**src/hdl/efm_pkg.sv**
```systemverilog
// efm_pkg: shared types and constants for the edge frequency meter
// holds the request and response beat structs and the controller/datapath interface
// no dependencies
package efm_pkg;

    localparam int RATE_W      = 32;
    localparam int CYC_W       = 32;
    localparam int FREQ_W      = 32;
    localparam int EMA_SHIFT   = 3;
    localparam logic [RATE_W-1:0] RATE_RESET = RATE_W'(200000000);

    typedef enum logic [1:0] {
        REQ_EDGE  = 2'd0,
        REQ_QUERY = 2'd1,
        REQ_BASE  = 2'd2
    } req_code_t;

    typedef struct packed {
        logic [1:0]       req_type;
        logic [CYC_W-1:0] now_cycles;
    } efm_req_t;

    typedef struct packed {
        logic [FREQ_W-1:0] freq_hz;
        logic              signal_absent;
    } efm_rsp_t;

    // controller -> datapath
    typedef struct packed {
        logic edge_inc;
        logic base_set;
        logic query_start;
        logic mul_step;
        logic div_step;
        logic div_high;
        logic finish;
    } efm_cmd_t;

    // datapath -> controller
    typedef struct packed {
        logic absent;
        logic out_free;
    } efm_sts_t;

endpackage

```
**src/hdl/efm_ctrl.sv**
```systemverilog
// efm_ctrl: sequencer for the edge frequency meter
// decodes request beats and steps the multiply and divide phases; uses efm_pkg
module efm_ctrl import efm_pkg::*; #(
    parameter int COUNT_WIDTH = 32
) (
    input  logic     clk,
    input  logic     rst_n,
    input  logic     req_valid,
    input  logic [1:0] req_type,
    output logic     req_stall,
    input  efm_sts_t sts,
    output efm_cmd_t cmd
);

    localparam int PW     = COUNT_WIDTH + RATE_W;
    localparam int STEP_W = $clog2(PW);

    typedef enum logic [1:0] {
        ST_IDLE,
        ST_MUL,
        ST_DIV,
        ST_DONE
    } state_t;

    state_t            state_reg, state_next;
    logic [STEP_W-1:0] cnt_reg, cnt_next;
    logic              accept;

    assign req_stall = (state_reg != ST_IDLE);
    assign accept    = req_valid && !req_stall;

    always_comb
    begin
        state_next = state_reg;
        cnt_next   = cnt_reg;
        cmd        = '0;
        case (state_reg)
            ST_IDLE:
            begin
                if (accept)
                begin
                    case (req_type)
                        REQ_EDGE:  cmd.edge_inc = 1'b1;
                        REQ_BASE:  cmd.base_set = 1'b1;
                        REQ_QUERY:
                        begin
                            cmd.query_start = 1'b1;
                            state_next      = ST_MUL;
                            cnt_next        = '0;
                        end
                        default: ;
                    endcase
                end
            end
            ST_MUL:
            begin
                if (sts.absent)
                begin
                    state_next = ST_DONE;
                end
                else
                begin
                    cmd.mul_step = 1'b1;
                    cnt_next     = cnt_reg + 1'b1;
                    if (cnt_reg == STEP_W'(RATE_W - 1))
                    begin
                        state_next = ST_DIV;
                        cnt_next   = STEP_W'(PW - 1);
                    end
                end
            end
            ST_DIV:
            begin
                cmd.div_step = 1'b1;
                // quotient bits above the result width only flag saturation
                cmd.div_high = (cnt_reg >= STEP_W'(FREQ_W));
                cnt_next     = cnt_reg - 1'b1;
                if (cnt_reg == '0)
                begin
                    state_next = ST_DONE;
                end
            end
            ST_DONE:
            begin
                if (sts.out_free)
                begin
                    cmd.finish = 1'b1;
                    state_next = ST_IDLE;
                end
            end
            default:
            begin
                state_next = ST_IDLE;
            end
        endcase
    end

    always_ff @(posedge clk or negedge rst_n)
    begin
        if (!rst_n)
        begin
            state_reg <= ST_IDLE;
            cnt_reg   <= '0;
        end
        else
        begin
            state_reg <= state_next;
            cnt_reg   <= cnt_next;
        end
    end

    a_finish_needs_slot: assert property (@(posedge clk) disable iff (!rst_n)
        cmd.finish |-> sts.out_free)
        else $error("result written while output slot occupied");

    a_steps_exclusive: assert property (@(posedge clk) disable iff (!rst_n)
        !(cmd.mul_step && cmd.div_step))
        else $error("multiply and divide step in the same cycle");

    a_query_busy: assert property (@(posedge clk) disable iff (!rst_n)
        cmd.query_start |=> req_stall)
        else $error("query start did not hold off new beats");

    a_div_high_only_in_div: assert property (@(posedge clk) disable iff (!rst_n)
        cmd.div_high |-> cmd.div_step)
        else $error("saturation flag outside a divide step");

endmodule

```
**src/hdl/efm_dp.sv**
```systemverilog
// efm_dp: datapath of the edge frequency meter
// counters, shift-add multiplier, restoring divider, smoothing and output register; uses efm_pkg
module efm_dp import efm_pkg::*; #(
    parameter int COUNT_WIDTH = 32
) (
    input  logic              clk,
    input  logic              rst_n,
    input  efm_cmd_t          cmd,
    output efm_sts_t          sts,
    input  logic [CYC_W-1:0]  now_cycles,
    input  logic              cfg_we,
    input  logic [RATE_W-1:0] cfg_data,
    output logic              rsp_valid,
    input  logic              rsp_stall,
    output efm_rsp_t          rsp
);

    localparam int PW = COUNT_WIDTH + RATE_W;

    logic [COUNT_WIDTH-1:0] edge_total_reg, last_edges_reg;
    logic [CYC_W-1:0]       last_cycles_reg;
    logic [FREQ_W-1:0]      avg_reg, avg_next;
    logic [RATE_W-1:0]      rate_reg;

    logic [COUNT_WIDTH-1:0] mcand_reg;
    logic [RATE_W-1:0]      mplier_reg;
    logic [PW-1:0]          prod_reg, prod_next;
    logic [CYC_W-1:0]       div_reg;
    logic [CYC_W-1:0]       rem_reg, rem_next;
    logic [FREQ_W-1:0]      quo_reg;
    logic                   sat_reg;
    logic                   absent_reg;

    logic                   rsp_valid_reg;
    efm_rsp_t               rsp_reg;

    logic [COUNT_WIDTH-1:0] d_edges;
    logic [CYC_W-1:0]       d_cyc;
    logic [CYC_W:0]         rem_shift, rem_diff;
    logic                   rem_ge;
    logic [FREQ_W-1:0]      inst;

    assign d_edges = edge_total_reg - last_edges_reg;
    assign d_cyc   = now_cycles - last_cycles_reg;

    // shift-add, multiplier msb first
    assign prod_next = {prod_reg[PW-2:0], 1'b0}
                     + (mplier_reg[RATE_W-1] ? PW'(mcand_reg) : PW'(0));

    // restoring divide, one dividend bit per step; remainder stays below divisor
    assign rem_shift = {rem_reg, prod_reg[PW-1]};
    assign rem_diff  = rem_shift - {1'b0, div_reg};
    assign rem_ge    = (rem_shift >= {1'b0, div_reg});
    assign rem_next  = rem_ge ? rem_diff[CYC_W-1:0] : rem_shift[CYC_W-1:0];

    assign inst = sat_reg ? '1 : quo_reg;

    always_comb
    begin
        if (absent_reg)
            avg_next = '0;
        else if (avg_reg == '0)
            avg_next = inst;
        else
            avg_next = avg_reg - (avg_reg >> EMA_SHIFT) + (inst >> EMA_SHIFT);
    end

    assign sts.absent   = absent_reg;
    assign sts.out_free = !rsp_valid_reg || !rsp_stall;

    assign rsp_valid = rsp_valid_reg;
    assign rsp       = rsp_reg;

    always_ff @(posedge clk or negedge rst_n)
    begin
        if (!rst_n)
        begin
            edge_total_reg  <= '0;
            last_edges_reg  <= '0;
            last_cycles_reg <= '0;
            avg_reg         <= '0;
            rate_reg        <= RATE_RESET;
            absent_reg      <= 1'b0;
            rsp_valid_reg   <= 1'b0;
        end
        else
        begin
            if (cfg_we)
                rate_reg <= cfg_data;
            if (cmd.edge_inc)
                edge_total_reg <= edge_total_reg + 1'b1;
            if (cmd.base_set)
            begin
                last_cycles_reg <= now_cycles;
                last_edges_reg  <= '0;
            end
            if (cmd.query_start)
            begin
                last_cycles_reg <= now_cycles;
                last_edges_reg  <= edge_total_reg;
                absent_reg      <= (d_edges == '0) || (d_cyc == '0);
            end
            if (cmd.finish)
            begin
                avg_reg       <= avg_next;
                rsp_valid_reg <= 1'b1;
            end
            else if (rsp_valid_reg && !rsp_stall)
            begin
                rsp_valid_reg <= 1'b0;
            end
        end
    end

    // operand and result registers, no reset needed
    always_ff @(posedge clk)
    begin
        if (cmd.query_start)
        begin
            mcand_reg  <= d_edges;
            mplier_reg <= rate_reg;
            div_reg    <= d_cyc;
            prod_reg   <= '0;
            rem_reg    <= '0;
            quo_reg    <= '0;
            sat_reg    <= 1'b0;
        end
        if (cmd.mul_step)
        begin
            prod_reg   <= prod_next;
            mplier_reg <= {mplier_reg[RATE_W-2:0], 1'b0};
        end
        if (cmd.div_step)
        begin
            prod_reg <= {prod_reg[PW-2:0], 1'b0};
            rem_reg  <= rem_next;
            if (cmd.div_high)
                sat_reg <= sat_reg | rem_ge;
            else
                quo_reg <= {quo_reg[FREQ_W-2:0], rem_ge};
        end
        if (cmd.finish)
        begin
            rsp_reg.freq_hz       <= avg_next;
            rsp_reg.signal_absent <= absent_reg;
        end
    end

endmodule

```
**src/hdl/edge_frequency_meter_ema.sv**
```systemverilog
// edge_frequency_meter_ema: top level of the edge frequency meter
// joins efm_ctrl and efm_dp; uses efm_pkg
//
// Edge and baseline beats give no result. A query beat runs a multiply phase
// and then a divide phase: a shift-add multiplier handles one bit of
// cycles_per_sec per cycle, then a restoring divider takes one bit of the
// COUNT_WIDTH+32 bit product per cycle, and a done state writes the result
// once the output register is free. A query with no new edges or no elapsed
// cycles skips the multiply and divide steps. The request side stalls while
// a query is in progress; a finished result sits in an output register, so new
// beats are taken while it waits. cycles_per_sec is written through the cfg
// channel, which is always ready, and should be written only while idle.
module edge_frequency_meter_ema import efm_pkg::*; #(
    parameter int COUNT_WIDTH = 32
) (
    input  logic              clk,
    input  logic              rst_n,
    input  logic              req_valid,
    output logic              req_stall,
    input  efm_req_t          req,
    output logic              rsp_valid,
    input  logic              rsp_stall,
    output efm_rsp_t          rsp,
    input  logic              cfg_valid,
    output logic              cfg_ready,
    input  logic [RATE_W-1:0] cfg_data
);

    efm_cmd_t cmd;
    efm_sts_t sts;

    assign cfg_ready = 1'b1;

    efm_ctrl #(
        .COUNT_WIDTH (COUNT_WIDTH)
    ) u_ctrl (
        .clk       (clk),
        .rst_n     (rst_n),
        .req_valid (req_valid),
        .req_type  (req.req_type),
        .req_stall (req_stall),
        .sts       (sts),
        .cmd       (cmd)
    );

    efm_dp #(
        .COUNT_WIDTH (COUNT_WIDTH)
    ) u_dp (
        .clk        (clk),
        .rst_n      (rst_n),
        .cmd        (cmd),
        .sts        (sts),
        .now_cycles (req.now_cycles),
        .cfg_we     (cfg_valid && cfg_ready),
        .cfg_data   (cfg_data),
        .rsp_valid  (rsp_valid),
        .rsp_stall  (rsp_stall),
        .rsp        (rsp)
    );

endmodule

```
**config.mk**
```make
export PLATFORM = sky130hd
export DESIGN_NAME = edge_frequency_meter_ema
export DESIGN_NICKNAME = d
export VERILOG_FILES = /design/src/hdl/efm_pkg.sv /design/src/hdl/efm_ctrl.sv /design/src/hdl/efm_dp.sv /design/src/hdl/edge_frequency_meter_ema.sv
export SDC_FILE = /design/constraint.sdc
export NUM_CORES = 1
export LEC_CHECK = 0
export BUFFER_PORTS_ARGS = -buffer_cell sky130_fd_sc_hd__buf_2
export CAP_MARGIN = 20
export CORE_MARGIN = 3
export CORE_UTILIZATION = 30
export CTS_CLUSTER_DIAMETER = 120
export DETAILED_ROUTE_END_ITERATION = 8
export SYNTH_ARGS = -nofsm -noshare
export SYNTH_HDL_FRONTEND = slang
export SYNTH_HIERARCHICAL = 1
export SYNTH_SLANG_ARGS = --single-unit
```
**constraint.sdc**
```tcl
create_clock -name clk -period 12.2 [get_ports clk]
set_input_delay 0 -clock clk [delete_from_list [all_inputs] [get_ports clk]]
set_output_delay 0 -clock clk [all_outputs]
set_load 0.01 [all_outputs]
```
## Word level (Yosys, flattened, before mapping)

Index checks and enable logic that the tools add are counted.

- Bits in registers: 428
- Word-level logic and storage cells: 112

- Add/subtract/negate cells: 9
- $lt $le $gt $ge: 2
- Reduce and logical (&&, ||, !) cells: 22
- Equal/unequal tests: 12
- Bitwise logic cells: 1
- Mux-type cells: 46

Operators with widths:

| cell | count |
|---|---|
| 2-to-1 mux 32 bit | 16 |
| 2-to-1 mux 64 bit | 3 |
| zero test 32 bit | 3 |
| subtractor 32 bit | 3 |
| adder 64 bit | 1 |
| greater-or-equal comparator 33 x 32 -> 1 bit | 1 |
| adder 32 x 1 -> 32 bit, second input constant | 1 |
| adder 32 x 29 -> 32 bit | 1 |
| subtractor 32 x 29 -> 32 bit | 1 |
| 2-to-1 mux 6 bit | 4 |
| one-hot mux 6 bit (3 select lines) | 1 |
| 2-to-1 mux 2 bit | 7 |
| 2-to-1 mux 1 bit | 12 |
| nonzero test 2 bit | 5 |
| one-hot mux 2 bit (4 select lines) | 1 |
| adder 6 x 1 -> 6 bit, second input constant | 1 |
| == test 2 bit, second input constant | 3 |
| == test 6 x 5 -> 1 bit, second input constant | 1 |
| greater-or-equal comparator 6 bit, second input constant | 1 |
| zero test 6 bit | 1 |
| 2-to-1 mux 3 bit | 2 |
| inequality test 2 bit, second input constant | 3 |
| nonzero test 3 bit | 2 |
| subtractor 6 x 1 -> 6 bit, second input constant | 1 |
| other kinds (10) | 17 |

## Longest topological paths before layout

- Depth in word-level cells: 8
- Gate-level depth with buffers: 19

## Hierarchy

Netlist, hierarchy kept.

Modules (own cells, without submodules):

| module | times used | cells each | area an instance (sq um) | seq. area each (sq um) |
|---|---|---|---|---|
| efm_dp | 1 | 2,701 | 26,270.2 | 11,466.0 |
| efm_ctrl | 1 | 88 | 743.2 | 200.2 |
| edge_frequency_meter_ema | 1 | 2 | 11.3 | 0.0 |

## Worst setup path before layout

Ideal clock, no wire load.

- Kind: register -> register
- Start point: reg u_ctrl.state_reg[0]
- End point: reg u_dp.absent_reg
- Stages on the path, launching flop included: 16
- Buffers on the path: 1
- Data arrival time: 8,632 ps
- Slack: 3,503 ps
- Data required time: 12,134 ps
- Period minus slack after synthesis: 8,697 ps
- Path through: dfrtp_1 -> inv_1 -> ha_1 -> nand2_1 -> nor3b_1 -> clkbuf_8 -> nand3_1 -> nor2_1 -> nor4b_1 -> or4b_1 -> nor4_2 -> nand4b_1 -> or4_1 -> or4_1 -> o22ai_1 -> a31o_1

RTL lines:

| element | line | text |
|---|---|---|
| from (decl) | efm_ctrl.sv:25 | `state_t state_reg, state_next;` |
| from (signal assigned) | efm_ctrl.sv:107 | `state_reg <= state_next;` |
| to (signal assigned) | efm_dp.sv:101 | `absent_reg <= (d_edges == '0) \|\| (d_cyc == '0);` |
| to (decl) | efm_dp.sv:32 | `logic absent_reg;` |

## Final worst setup path

- Start point: reg u_dp.sat_reg
- End point: reg u_dp.avg_reg[31]

- Longest elaborated chain between the ends: 4

RTL lines:

| element | line | text |
|---|---|---|
| from (decl) | efm_dp.sv:31 | `logic sat_reg;` |
| from (signal assigned) | efm_dp.sv:138 | `sat_reg <= sat_reg \| rem_ge;` |
| 2-to-1 mux 32 bit (*) | efm_dp.sv:56 | `assign inst = sat_reg ? '1 : quo_reg;` |
| adder 32 x 29 -> 32 bit | efm_dp.sv:65 | `avg_next = avg_reg - (avg_reg >> EMA_SHIFT) + (inst >> EMA_SHIFT);` |
| 2-to-1 mux 32 bit (*) | efm_dp.sv:62 | `else if (avg_reg == '0)` |
| 2-to-1 mux 32 bit (*) | efm_dp.sv:60 | `if (absent_reg)` |
| via u_dp.avg_next[31] | efm_dp.sv:22 | `logic [FREQ_W-1:0] avg_reg, avg_next;` |
| to (signal assigned) | efm_dp.sv:105 | `avg_reg <= avg_next;` |
| to (decl) | efm_dp.sv:22 |  |

The timed path passes the listed nets; every way through them passes the cells marked *.
A chain may end at the register's enable or synchronous reset.

==> impl_results.md <==
- Cell Area, Synth: 27020 µm²
- Fill cells: 8858
- Yosys reg bits: 428
- CTS sink count: 428
- Part of the cycle the worst path needs: 37.78%
- Max Buffers Root-to-Sink: 3
- Sequential share of the synthesized area: 43.17%
- Vias in the first global route: 19.96k
- Met3 Use GR: 2.003%
- Pint: 5.595 mW
- Vias: 20.50k
- Comb pwr share: 57.3%
- Fmax: 216.9 MHz
- Avg Cell Area, Syn: 9.683 µm²
- Peak VDD IR: 165.9 µV
- Stages on worst setup path: 15
- Setup tns final: 0 ps
- Post-route DRC: 0
- I/O Pins: 107
- Post-Syn Nets: 3061
- RSZ-0062 raised after global routing: no
- Sw frac: 43.23%
- Initial antenna violation count: 1
- DRT iter0 DRCs: 1331
- Drt pass-1 iters: 7
- Die W: 306.1 µm
- MaxCap Viol Count: 0
- Reg power frac: 27.1%
- Total GRT Usage: 13.36%
- Die area: 93720 µm²
- Setup Fix Bufs, Post-CTS: 0
- Largest net degree at the start of global routing: 108
- Grt met1 use: 18.85%
- Hold buffers post-CTS: 68
- Warnings, synthesis: 6
- Static Leakage: 13.07 nW
- Vias/cell: 4.960
- CTS root buffer: clkbuf_16
- Final Hold Fails: 0
- Delay-heaviest family, CP: compound AO/OA/AOI/OAI gates
- GP Congestion: 0.8354
- Most frequent cells in the layout: inv_1 (247), nand2_1 (244), nor2_1 (237)
- Fin crit period: 4610 ps
- Largest register FFs: 64
- Initial core utilization: 30.44%
- Commonest non-fill, non-tap cell in the layout: inv_1
- Distinct cells, synth: 99
- Worst hold slack: 87.50 ps
- PortBufs: 105
- Placed cells: 3975
- Cts bufs inserted: 48
- Final WS setup: 7590 ps
- First-pass GRT wire length: 104600 µm
- Slowest Stage Delay on Critical Path: 620 ps
- Slew HR: 32.62%
- Max Fanout on Critical Path: 23
- Busiest grt layer: met2
- Hold crit path type: in -> reg
- Share of cells above drive strength 1: 11.52%
- DRT antenna net count: 0
- Ys flop type: edfxtp_1
- Worst Hold Depth: 4
- Status: completed
- # nets final: 3198
- Post-CTS sizing: 0
- CP Data Required Time: 12690 ps
- Clk_lat worst skew: 600 ps
- Worst slew pin tran: 1007 ps
- Asr flop ratio synth: 39.72%
- Core Box Area: 88780 µm²
- Clock share of power: 15.6%
- CP Class: reg -> reg
- Util after Layout: 35.09%
- Final setup viols: 0
- Arrival @ worst endpoint: 5100 ps
- Clock Skews: 23.48 ps
- DP Wirelength: 44380 µm
- H-tree Lvls: 2
- Rows: 109
- WL per Instance: 15.31 µm
- Net Switching: 4.260 mW
- DP Worst Slack: 7672 ps
- N_diodes: 0
- CP Cell Sequence: buf_4 > nor2_1 > fa_1 > inv_1 > ha_1 > a21o_1 > a21oi_1 > o21ai_0 > a31oi_1 > o221a_2 > o21ai_1 > a221oi_1 > or4b_2 > and3_1 > mux2_2
- Cell Pwr Density: 316.3 nW/µm²
- Post-synth EDFFs: 223
- GR Overflow Total: 0
- WL final: 63260 µm
- Element type at the critical path end: register
- CP bufs+invs: 2
- Fin cells: 4133
- Area growth syn-to-layout: 15.28%
- Met2 Use GR: 21.19%
- Die Y: 306.1 µm
- Synth Instances: 2791
- Clock transition at path regs: 60 ps
- CTS tree: yes
- CP startpoint kind: register
- Crit-path slowest cell: or4b_2
- Worst R2R Path Depth: 15
- Final Max Slew Viols: 0
-- synthesized netlist by cell type (29+ instances only) --
library cell  count  area share (%)
o31ai_1          48             1.3
a21o_1           69             1.9
clkbuf_1         91             1.3
dfrtp_1         158              15
mux2_2           70             2.9
fa_1             33             2.4
inv_1           247             3.4
nand2b_1         29            0.67
nand3b_1         35            0.97
a21oi_1         165             3.1
nand3_1          60             1.1
dfxtp_1          35             2.6
ha_1            166             7.7
xor2_1           70             2.3
xnor2_1         100             3.2
nor3_1           45            0.83
edfxtp_1        223              25
o21ai_0         124             2.3
a22o_1           35             1.1
and2_1           49             1.1
nand2_1         244             3.4
nand4_1          38            0.88
nor2_1          240             3.3
-- per-layer routing --
metal,wire [µm],share of wire (%)
met5,0,0
met4,1796,2.8
met3,2381,3.8
met2,28240,45
met1,30840,49
-- metrics by stage --
stage | power [mW] | instance area (µm²)
global placement | 8.223 | 28770
detailed placement | 8.294 | 28810
CTS | 9.925 | 31150
floorplan | 6.983 | 27020
global route | 10.78 | 31150
finish | 9.855 | 31150
-- power groups by stage --
stage | sequential [mW] | combinational [mW] | clock (mW)
after floorplan | 2.63 | 4.36 | 0
after global placement | 2.69 | 5.53 | 0
after detailed placement | 2.70 | 5.60 | 0
after CTS | 2.68 | 5.65 | 1.59
after global routing | 2.74 | 6.40 | 1.65
final | 2.67 | 5.64 | 1.54
-- worst min-delay path: cells and delay by family --
family	cells	cell delay [ps]
AOI/OAI and AO/OA	1	190
buffers and inverters	2	360
and+or+nand+nor	1	80
-- cell type report --
| cell class | count | area, µm² | area share, % |
|---|---|---|---|
| multi-input combinational | 2005 | 14020 | 45.00 |
| sequential | 428 | 11670 | 37.45 |
| timing repair buffer | 197 | 1415 | 4.542 |
| inverter | 248 | 930.9 | 2.988 |
| clock inverter | 28 | 359.1 | 1.153 |
| clock buffer | 62 | 1306 | 4.193 |
| tap | 1165 | 1458 | 4.679 |
-- final timing paths --
check	start	end	slack (ps)
max	u_dp/sat_reg	u_dp/avg_reg[31]	7590
min	req[32]	u_dp/last_edges_reg[19]	90
max reg2reg	u_dp/sat_reg	u_dp/avg_reg[31]	7590
min reg2reg	u_dp/quo_reg[10]	u_dp/quo_reg[11]	450
max in group asynchronous	rst_n	u_dp/last_cycles_reg[16]	10630
min in group asynchronous	rst_n	u_dp/rate_reg[6]	130
-- kinds of logic after synthesis --
family | synth area share (%)
simple gates | 16.08
compound gates | 16.47
flops | 43.17
buf+inv | 5.171
fa+ha+maj | 10.13
xor+xnor | 5.510
mux | 3.454
other cells | 0.01388
Note: power is estimated with default switching activity, not from simulation.
